==> src/uhv_pkg.sv <==
package uhv_pkg;

  localparam int HdrBytes = 64;
  localparam int CrcSpan  = 60;
  localparam int CfgIdxW  = 3;

  localparam logic [31:0] CRC_POLY  = 32'hEDB8_8320;
  localparam logic [31:0] CRC_INIT  = 32'hFFFF_FFFF;
  localparam logic [31:0] MAGIC     = 32'h3155_5445;  // magic bytes 0..3 read little-endian
  localparam logic [31:0] MAX_PKG_RST = 32'h0010_0000;
  localparam logic [31:0] HDR_LEN32 = 32'd64;

  typedef enum logic [3:0] {
    ST_OK      = 4'd0,
    ST_MAGIC   = 4'd1,
    ST_HDRLEN  = 4'd2,
    ST_HDRCRC  = 4'd3,
    ST_FLAGS   = 4'd4,
    ST_ALGO    = 4'd5,
    ST_KEY     = 4'd6,
    ST_HW      = 4'd7,
    ST_LAYOUT  = 4'd8,
    ST_BOOT    = 4'd9,
    ST_VERSION = 4'd10,
    ST_BASE    = 4'd11,
    ST_LENGTH  = 4'd12
  } status_t;

  typedef enum logic [CfgIdxW-1:0] {
    REG_HW_REV   = 3'd0,
    REG_LAYOUT   = 3'd1,
    REG_BOOT     = 3'd2,
    REG_RUN_VER  = 3'd3,
    REG_REQ_FLAG = 3'd4,
    REG_MAX_PKG  = 3'd5
  } cfg_idx_t;

  typedef struct packed {
    logic [15:0] hardware_revision;
    logic [7:0]  layout_code;
    logic [7:0]  boot_level;
    logic [31:0] running_version;
    logic [15:0] required_flags;
    logic [31:0] max_package_bytes;
  } cfg_t;

  localparam cfg_t CFG_RST = '{
    hardware_revision: 16'd0,
    layout_code:       8'd0,
    boot_level:        8'd0,
    running_version:   32'd0,
    required_flags:    16'd0,
    max_package_bytes: MAX_PKG_RST
  };

  // one complete header, with the configuration-independent checks done
  typedef struct packed {
    logic        magic_ok;
    logic        hdrlen_ok;
    logic        crc_ok;
    logic        algo_ok;
    logic        key_ok;
    logic        base_ok;
    logic [15:0] flags;
    logic [15:0] hw_rev;
    logic [7:0]  layout;
    logic [7:0]  req_boot;
    logic [31:0] target_version;
    logic [31:0] payload_length;
    logic [31:0] payload_checksum;
    logic [63:0] nonce_upper;
    logic [63:0] nonce_lower;
    logic [31:0] package_bytes;
  } hdr_rec_t;

  typedef struct packed {
    logic full;
    logic empty;
  } q_stat_t;

endpackage

==> src/uhv_front.sv <==
module uhv_front (
  input  logic               clk,
  input  logic               rst_n,
  input  logic               accept,
  input  logic [7:0]         header_byte,
  input  logic               first_byte,
  input  logic [31:0]        package_bytes,
  output logic               push,
  output uhv_pkg::hdr_rec_t  rec
);

  logic [5:0]  pos_r, pos_nxt;
  logic [31:0] crc_r, crc_nxt;
  logic [5:0]  pos;
  logic [31:0] crc_base, crc_upd;
  logic [7:0]  hdr_r [63];
  logic [7:0]  hb [64];
  logic        tail_nz;

  function automatic logic [31:0] crc_byte(input logic [31:0] c, input logic [7:0] b);
    logic [31:0] x;
    x = c ^ {24'd0, b};
    for (int k = 0; k < 8; k++) begin
      x = x[0] ? ((x >> 1) ^ uhv_pkg::CRC_POLY) : (x >> 1);
    end
    return x;
  endfunction

  assign pos      = first_byte ? 6'd0 : pos_r;
  assign crc_base = (pos == 6'd0) ? uhv_pkg::CRC_INIT : crc_r;
  assign crc_upd  = crc_byte(crc_base, header_byte);

  always_comb begin
    pos_nxt = pos_r;
    crc_nxt = crc_r;
    if (accept) begin
      pos_nxt = pos + 6'd1;
      if (pos < 6'(uhv_pkg::CrcSpan)) begin
        crc_nxt = crc_upd;
      end
    end
  end

  always_ff @(posedge clk) begin
    if (!rst_n) begin
      pos_r <= '0;
      crc_r <= uhv_pkg::CRC_INIT;
    end else begin
      pos_r <= pos_nxt;
      crc_r <= crc_nxt;
    end
  end

  // shift line: after 63 bytes, hdr_r[62] holds offset 0 and hdr_r[0] offset 62
  always_ff @(posedge clk) begin
    if (accept) begin
      hdr_r[0] <= header_byte;
      for (int i = 1; i < 63; i++) begin
        hdr_r[i] <= hdr_r[i-1];
      end
    end
  end

  always_comb begin
    for (int k = 0; k < 63; k++) begin
      hb[k] = hdr_r[62-k];
    end
    hb[63] = header_byte;
  end

  always_comb begin
    tail_nz = 1'b0;
    for (int k = 52; k < 60; k++) begin
      tail_nz = tail_nz | (hb[k] != 8'd0);
    end
  end

  assign push = accept && (pos == 6'(uhv_pkg::HdrBytes - 1));

  always_comb begin
    rec.magic_ok  = {hb[3], hb[2], hb[1], hb[0]} == uhv_pkg::MAGIC;
    rec.hdrlen_ok = {hb[5], hb[4]} == uhv_pkg::HDR_LEN32[15:0];
    rec.crc_ok    = (crc_r ^ uhv_pkg::CRC_INIT) == {hb[63], hb[62], hb[61], hb[60]};
    rec.algo_ok   = {hb[11], hb[10], hb[9], hb[8]} == 32'd1;
    rec.key_ok    = {hb[15], hb[14], hb[13], hb[12]} == 32'd1;
    rec.base_ok   = ({hb[47], hb[46], hb[45], hb[44]} == 32'd0) && !tail_nz;
    rec.flags     = {hb[7], hb[6]};
    rec.hw_rev    = {hb[49], hb[48]};
    rec.layout    = hb[50];
    rec.req_boot  = hb[51];
    rec.target_version   = {hb[43], hb[42], hb[41], hb[40]};
    rec.payload_length   = {hb[35], hb[34], hb[33], hb[32]};
    rec.payload_checksum = {hb[39], hb[38], hb[37], hb[36]};
    rec.nonce_upper = {hb[23], hb[22], hb[21], hb[20], hb[19], hb[18], hb[17], hb[16]};
    rec.nonce_lower = {hb[31], hb[30], hb[29], hb[28], hb[27], hb[26], hb[25], hb[24]};
    rec.package_bytes = package_bytes;
  end

endmodule

==> src/uhv_queue.sv <==
module uhv_queue (
  input  logic               clk,
  input  logic               rst_n,
  input  logic               push,
  input  uhv_pkg::hdr_rec_t  push_rec,
  input  logic               pop,
  output uhv_pkg::hdr_rec_t  head_rec,
  output uhv_pkg::q_stat_t   stat
);

  uhv_pkg::hdr_rec_t mem_r [2];
  logic       wr_ptr_r, wr_ptr_nxt;
  logic       rd_ptr_r, rd_ptr_nxt;
  logic [1:0] cnt_r, cnt_nxt;

  always_comb begin
    wr_ptr_nxt = wr_ptr_r ^ push;
    rd_ptr_nxt = rd_ptr_r ^ pop;
    cnt_nxt    = cnt_r + {1'b0, push} - {1'b0, pop};
  end

  always_ff @(posedge clk) begin
    if (!rst_n) begin
      wr_ptr_r <= 1'b0;
      rd_ptr_r <= 1'b0;
      cnt_r    <= '0;
    end else begin
      wr_ptr_r <= wr_ptr_nxt;
      rd_ptr_r <= rd_ptr_nxt;
      cnt_r    <= cnt_nxt;
    end
  end

  always_ff @(posedge clk) begin
    if (push) begin
      mem_r[wr_ptr_r] <= push_rec;
    end
  end

  assign head_rec   = mem_r[rd_ptr_r];
  assign stat.full  = cnt_r == 2'd2;
  assign stat.empty = cnt_r == 2'd0;

endmodule

==> src/uhv_back.sv <==
module uhv_back (
  input  logic               clk,
  input  logic               rst_n,
  input  uhv_pkg::cfg_t      cfg,
  input  logic               head_valid,
  input  uhv_pkg::hdr_rec_t  head_rec,
  output logic               pop,
  input  logic               out_stall,
  output logic               out_valid,
  output logic [3:0]         out_status,
  output logic [31:0]        out_payload_length,
  output logic [31:0]        out_payload_checksum,
  output logic [31:0]        out_target_version,
  output logic [63:0]        out_nonce_upper,
  output logic [63:0]        out_nonce_lower
);

  logic            valid_r, valid_nxt;
  uhv_pkg::status_t st;
  logic [31:0]     limit;
  logic [31:0]     total;
  logic            len_bad;
  logic [3:0]      status_r;
  logic [31:0]     plen_r, pcrc_r, tver_r;
  logic [63:0]     nup_r, nlo_r;

  assign limit = (cfg.max_package_bytes >= uhv_pkg::HDR_LEN32) ?
                 (cfg.max_package_bytes - uhv_pkg::HDR_LEN32) : 32'd0;
  assign total = uhv_pkg::HDR_LEN32 + head_rec.payload_length;
  assign len_bad = (head_rec.payload_length == 32'd0) ||
                   (head_rec.payload_length > limit) ||
                   (head_rec.package_bytes != total);

  always_comb begin
    if (!head_rec.magic_ok)                              st = uhv_pkg::ST_MAGIC;
    else if (!head_rec.hdrlen_ok)                        st = uhv_pkg::ST_HDRLEN;
    else if (!head_rec.crc_ok)                           st = uhv_pkg::ST_HDRCRC;
    else if (head_rec.flags != cfg.required_flags)       st = uhv_pkg::ST_FLAGS;
    else if (!head_rec.algo_ok)                          st = uhv_pkg::ST_ALGO;
    else if (!head_rec.key_ok)                           st = uhv_pkg::ST_KEY;
    else if (head_rec.hw_rev != cfg.hardware_revision)   st = uhv_pkg::ST_HW;
    else if (head_rec.layout != cfg.layout_code)         st = uhv_pkg::ST_LAYOUT;
    else if (head_rec.req_boot > cfg.boot_level)         st = uhv_pkg::ST_BOOT;
    else if (head_rec.target_version <= cfg.running_version) st = uhv_pkg::ST_VERSION;
    else if (!head_rec.base_ok)                          st = uhv_pkg::ST_BASE;
    else if (len_bad)                                    st = uhv_pkg::ST_LENGTH;
    else                                                 st = uhv_pkg::ST_OK;
  end

  // output register refills in the cycle it is taken
  assign pop = head_valid && (!valid_r || !out_stall);

  always_comb begin
    valid_nxt = valid_r;
    if (pop) begin
      valid_nxt = 1'b1;
    end else if (!out_stall) begin
      valid_nxt = 1'b0;
    end
  end

  always_ff @(posedge clk) begin
    if (!rst_n) begin
      valid_r <= 1'b0;
    end else begin
      valid_r <= valid_nxt;
    end
  end

  always_ff @(posedge clk) begin
    if (pop) begin
      status_r <= st;
      if (st == uhv_pkg::ST_OK) begin
        plen_r <= head_rec.payload_length;
        pcrc_r <= head_rec.payload_checksum;
        tver_r <= head_rec.target_version;
        nup_r  <= head_rec.nonce_upper;
        nlo_r  <= head_rec.nonce_lower;
      end else begin
        plen_r <= '0;
        pcrc_r <= '0;
        tver_r <= '0;
        nup_r  <= '0;
        nlo_r  <= '0;
      end
    end
  end

  assign out_valid            = valid_r;
  assign out_status           = status_r;
  assign out_payload_length   = plen_r;
  assign out_payload_checksum = pcrc_r;
  assign out_target_version   = tver_r;
  assign out_nonce_upper      = nup_r;
  assign out_nonce_lower      = nlo_r;

endmodule

==> src/update_header_validator_unit.sv <==
// Update package header validator.
// Input channel (in_valid / in_stall): one header byte per transaction, offsets
// 0 to 63 in order; in_first_byte forces offset 0 and restarts capture and CRC.
// in_package_bytes is sampled only with the byte at offset 63.
// Output channel (out_valid / out_stall): one transaction per header, with the
// status code and, when the status is ok, the payload length, payload CRC,
// target version and the two nonce words (all zero on an error status).
// Config port (cfg_valid / cfg_ready / cfg_index / cfg_data): always ready;
// write only while no header is in flight.
// Throughput: one byte per cycle while in_stall is low; the bytewise CRC and the
// capture shift line take one byte each cycle. The result for a header passes
// through the queue register, then the output register, after offset 63 is taken.
// Up to two finished headers wait in the queue while the receiver stalls; the
// input stalls only when that queue is full.
// Reset (synchronous, rst_n low) returns to offset 0, CRC all ones, queue and
// output empty, registers to their defaults (max package 1 MiB, others 0).
module update_header_validator_unit (
  input  logic        clk,
  input  logic        rst_n,
  input  logic        in_valid,
  output logic        in_stall,
  input  logic [7:0]  in_header_byte,
  input  logic        in_first_byte,
  input  logic [31:0] in_package_bytes,
  output logic        out_valid,
  input  logic        out_stall,
  output logic [3:0]  out_status,
  output logic [31:0] out_payload_length,
  output logic [31:0] out_payload_checksum,
  output logic [31:0] out_target_version,
  output logic [63:0] out_nonce_upper,
  output logic [63:0] out_nonce_lower,
  input  logic        cfg_valid,
  output logic        cfg_ready,
  input  logic [2:0]  cfg_index,
  input  logic [31:0] cfg_data
);

  uhv_pkg::cfg_t     cfg_r, cfg_nxt;
  uhv_pkg::hdr_rec_t push_rec, head_rec;
  uhv_pkg::q_stat_t  q_stat;
  logic              accept, push, pop;

  assign cfg_ready = 1'b1;

  always_comb begin
    cfg_nxt = cfg_r;
    if (cfg_valid && cfg_ready) begin
      case (uhv_pkg::cfg_idx_t'(cfg_index))
        uhv_pkg::REG_HW_REV:   cfg_nxt.hardware_revision = cfg_data[15:0];
        uhv_pkg::REG_LAYOUT:   cfg_nxt.layout_code       = cfg_data[7:0];
        uhv_pkg::REG_BOOT:     cfg_nxt.boot_level        = cfg_data[7:0];
        uhv_pkg::REG_RUN_VER:  cfg_nxt.running_version   = cfg_data;
        uhv_pkg::REG_REQ_FLAG: cfg_nxt.required_flags    = cfg_data[15:0];
        uhv_pkg::REG_MAX_PKG:  cfg_nxt.max_package_bytes = cfg_data;
        default: ;
      endcase
    end
  end

  always_ff @(posedge clk) begin
    if (!rst_n) begin
      cfg_r <= uhv_pkg::CFG_RST;
    end else begin
      cfg_r <= cfg_nxt;
    end
  end

  assign in_stall = q_stat.full;
  assign accept   = in_valid && !in_stall;

  uhv_front u_front (
    .clk           (clk),
    .rst_n         (rst_n),
    .accept        (accept),
    .header_byte   (in_header_byte),
    .first_byte    (in_first_byte),
    .package_bytes (in_package_bytes),
    .push          (push),
    .rec           (push_rec)
  );

  uhv_queue u_queue (
    .clk      (clk),
    .rst_n    (rst_n),
    .push     (push),
    .push_rec (push_rec),
    .pop      (pop),
    .head_rec (head_rec),
    .stat     (q_stat)
  );

  uhv_back u_back (
    .clk                  (clk),
    .rst_n                (rst_n),
    .cfg                  (cfg_r),
    .head_valid           (!q_stat.empty),
    .head_rec             (head_rec),
    .pop                  (pop),
    .out_stall            (out_stall),
    .out_valid            (out_valid),
    .out_status           (out_status),
    .out_payload_length   (out_payload_length),
    .out_payload_checksum (out_payload_checksum),
    .out_target_version   (out_target_version),
    .out_nonce_upper      (out_nonce_upper),
    .out_nonce_lower      (out_nonce_lower)
  );

  a_no_push_full: assert property (@(posedge clk) disable iff (!rst_n)
    push |-> !q_stat.full)
    else $error("header pushed into a full queue");

  a_no_pop_empty: assert property (@(posedge clk) disable iff (!rst_n)
    pop |-> !q_stat.empty)
    else $error("queue popped while empty");

  a_err_zero: assert property (@(posedge clk) disable iff (!rst_n)
    (out_valid && out_status != uhv_pkg::ST_OK) |->
      (out_payload_length == 32'd0 && out_target_version == 32'd0 &&
       out_nonce_upper == 64'd0 && out_nonce_lower == 64'd0))
    else $error("error result carries nonzero fields");

  a_stall_keeps_result: assert property (@(posedge clk) disable iff (!rst_n)
    (out_valid && out_stall) |=> (out_valid && $stable(out_status) && !pop ||
                                  out_valid && $stable(out_status)))
    else $error("stalled result lost or changed");

endmodule

==> config.mk <==
export PLATFORM = sky130hd
export DESIGN_NAME = update_header_validator_unit
export DESIGN_NICKNAME = d
export VERILOG_FILES = /design/src/uhv_pkg.sv /design/src/uhv_front.sv /design/src/uhv_queue.sv /design/src/uhv_back.sv /design/src/update_header_validator_unit.sv
export SDC_FILE = /design/constraint.sdc
export NUM_CORES = 2
export LEC_CHECK = 0
export BUFFER_PORTS_ARGS = -buffer_cell sky130_fd_sc_hd__buf_2
export CAP_MARGIN = 5
export CELL_PAD_IN_SITES_DETAIL_PLACEMENT = 2
export CELL_PAD_IN_SITES_GLOBAL_PLACEMENT = 2
export CORE_AREA = 5 5 395 397
export DETAILED_ROUTE_END_ITERATION = 8
export DIE_AREA = 0 0 400 402
export PLACE_DENSITY = 0.77
export SLEW_MARGIN = 20
export SYNTH_ARGS = -nofsm -noshare
export SYNTH_HDL_FRONTEND = slang
export SYNTH_HIERARCHICAL = 1
export SYNTH_SLANG_ARGS = --single-unit
==> constraint.sdc <==
create_clock -name clk -period 40.9 [get_ports clk]
set_clock_uncertainty 0.05 [all_clocks]
set_input_delay 10.225 -clock clk [delete_from_list [all_inputs] [get_ports clk]]
set_output_delay 10.225 -clock clk [all_outputs]
set_load 0.02 [all_outputs]
==> impl_metrics.env <==
export IMPL_rows=143
export IMPL_gp_congestion=0.7782
export IMPL_ctsHoldBuffers=0
export IMPL_cts_tree="yes"
export IMPL_wl_per_cell_um=35.20
export IMPL_core_sq_um=151500
export IMPL_synthCells=3715
export IMPL_slew_violations=0
export IMPL_place_port_buffers=310
export IMPL_clkSinkCount=1508
export IMPL_worstSkewPairLatency_ns=0.82
export IMPL_grt_max_degree=180
export IMPL_syn_to_final_growth_pct=10.79
export IMPL_die_x_um=400
export IMPL_crit_fanout=68
export IMPL_place_ws_ns=24.73
export IMPL_final_common_cell="edfxtp_1"
export IMPL_yosysUniqueCellTypes=73
export IMPL_period_needed_ns=14.91
export IMPL_required_ns=41.26
export IMPL_worstMarginPinSlew_ns=1.175
export IMPL_grt_usage_pct=25.47
export IMPL_drcViolationCount=0
export IMPL_synth_edf_count=1352
export IMPL_drtAntennaViolNets=0
export IMPL_synthesis_area_sq_um=60420
export IMPL_outcome="complete, no violations"
export IMPL_synth_ff_type="edfxtp_1"
export IMPL_dpl_cell_area_sq_um=61650
export IMPL_cts_buffers=161
export IMPL_finalHoldViolCount=0
export IMPL_setup_ws_ns=25.99
export IMPL_min_path_type="flip-flop to flip-flop"
export IMPL_synthesis_nets=3878
export IMPL_finalSetupViolCount=0
export IMPL_max_vdd_ir_drop_mv=0.05975
export IMPL_worstPathArrival_ns=15.26
export IMPL_crit_path_start_kind="primary input"
export IMPL_grt_first_pass_wirelength_um=289500
export IMPL_post_cts_buffers=0
export IMPL_htreeDepth=4
export IMPL_ctsResizeCount=0
export IMPL_final_cell_area_sq_um=66950
export IMPL_ios=312
export IMPL_routed_wl_um=209100
export IMPL_rsz0062_at_grt="no"
export IMPL_yosysWarnings=6
export IMPL_worstSetupPathType="primary input to flip-flop"
export IMPL_vias=33266
export IMPL_max_slew_margin_pct=21.68
export IMPL_hpwl_um=134900
export IMPL_avgSynthCellArea_sq_um=16.26
export IMPL_grt_antenna_before_repair=26
export IMPL_layout_nets=3928
export IMPL_power_density_nw_per_um2=65.58
export IMPL_cts_root_buf="clkbuf_16"
export IMPL_drive_above_1_share_pct=23.07
export IMPL_initial_utilization_pct=39.87
export IMPL_fin_util_pct=44.18
export IMPL_worst_setup_path_end_kind="flip-flop"
export IMPL_fin_total_pwr_uw=4391
export IMPL_synth_seq_area_share_pct=72.36
export IMPL_async_flop_share_pct=0
export IMPL_fill_cells=14336
export IMPL_cap_violations=0
export IMPL_leakage_uw=0.02385
export IMPL_first_global_vias=36270
export IMPL_cts_buffer_depth=3
export IMPL_period_share_pct=36.44
export IMPL_synth_seq_cells=1508
export IMPL_viasPerCell=5.600
export IMPL_die_y_um=402
export IMPL_final_cell_mix="edfxtp_1, mux2_2, buf_2"
export IMPL_setup_tns_ns=0
export IMPL_dr_pass1_iters=5
export IMPL_drt_iter0_markers=3277
export IMPL_dieArea_sq_um=160800
export IMPL_max_freq_mhz=67.09
export IMPL_clk_pin_slew_ns=0.06
export IMPL_grt_overflow=0
metrics by stage:
step                std cells  hold WS [ns]
finish                   5940        0.3967
global route             5928        0.4205
CTS                      5926        0.3987
detailed placement       5631        0.3870
global placement         5631        0.3736
floorplan                3715        0.3668
flip-flops by register name, summed over array words and instances (netlist names), named ones only:
register                     cells
u_back/out_payload_checksum     32
u_front/pos_r                    6
u_back/out_target_version       32
u_back/out_valid                 1
u_back/out_status                4
u_queue/mem_r                  620
u_front/crc_r                   32
u_back/out_nonce_upper          64
u_queue/cnt_r                    2
cfg_r                          112
u_front/hdr_r                  504
u_back/out_payload_length       32
u_queue/wr_ptr_r                 1
u_back/out_nonce_lower          64
u_queue/rd_ptr_r                 1
routing by layer:
layer / GRT usage (%) / up-vias / wire (um)
li1: - / 13699 / -
met1: 28.95 / 17506 / 76020
met2: 45.30 / 1483 / 108700
met3: 4.922 / 570 / 11670
met4: 13.36 / 8 / 12610
met5: 0 / - / 60
worst max-delay path: stages:
cell	delay, ns
buf_2	0.08
nor2b_4	0.11
buf_4	0.63
nand3_1	0.24
nor2_1	0.51
ha_4	0.51
buf_4	0.89
buf_4	1.00
buf_4	0.91
synthesized netlist by cell type (56+ instances only):
master / n / share of area [%]
and3_1: 236 / 2.4
buf_4: 311 / 3.9
clkbuf_1: 66 / 0.41
dfxtp_1: 156 / 5.2
edfxtp_1: 1352 / 67
ha_1: 82 / 1.7
inv_1: 58 / 0.36
mux2_2: 312 / 5.8
mux2i_1: 113 / 1.9
nand2_1: 250 / 1.6
nand4_1: 56 / 0.58
nor4_1: 70 / 0.72
xnor2_1: 184 / 2.7
xor2_1: 62 / 0.90
where the power goes:
part	switching, uW	internal (uW)
Combinational	458	230
Clock	660	834
Sequential	219	1990
Total	1340	3050
final timing paths:
path | from | end | slack, ns | cells past startpoint
setup / recovery | in_valid | u_queue/mem_r[0][100] | 25.99 | 9
hold / removal | u_front/hdr_r[6][42] | u_front/hdr_r[6][50] | 0.40 | 0
setup reg to reg | flip-flop | u_back/out_nonce_upper[4] | 32.81 | 12
hold reg to reg | u_front/hdr_r[6][42] | u_front/hdr_r[6][50] | 0.40 | 0
cells by family (layout without fill, tap and decap cells):
logic type	after synthesis	in the layout	synth area share, %
other	1	14	0.006206
adder cells (fa/ha/maj)	82	82	1.698
flip-flops	1508	1508	72.36
multiplexers	425	425	7.686
AO/OA/AOI/OAI	151	151	1.667
buffers and inverters	513	695	5.672
AND/OR/NAND/NOR	778	778	6.962
XOR/XNOR	257	257	3.951
final cells by class:
cell class / count / area [sq um] / share of cell area (%)
clock inverter: 78 / 817.0 / 1.220
sequential: 1508 / 43730 / 65.31
timing repair buffer: 341 / 1856 / 2.772
inverter: 59 / 221.5 / 0.3308
tap: 2030 / 2540 / 3.794
multi-input combinational: 1694 / 13340 / 19.93
clock buffer: 217 / 4413 / 6.592
antenna: 13 / 32.53 / 0.04859
No activity file was read; power rests on OpenSTA's default activity.
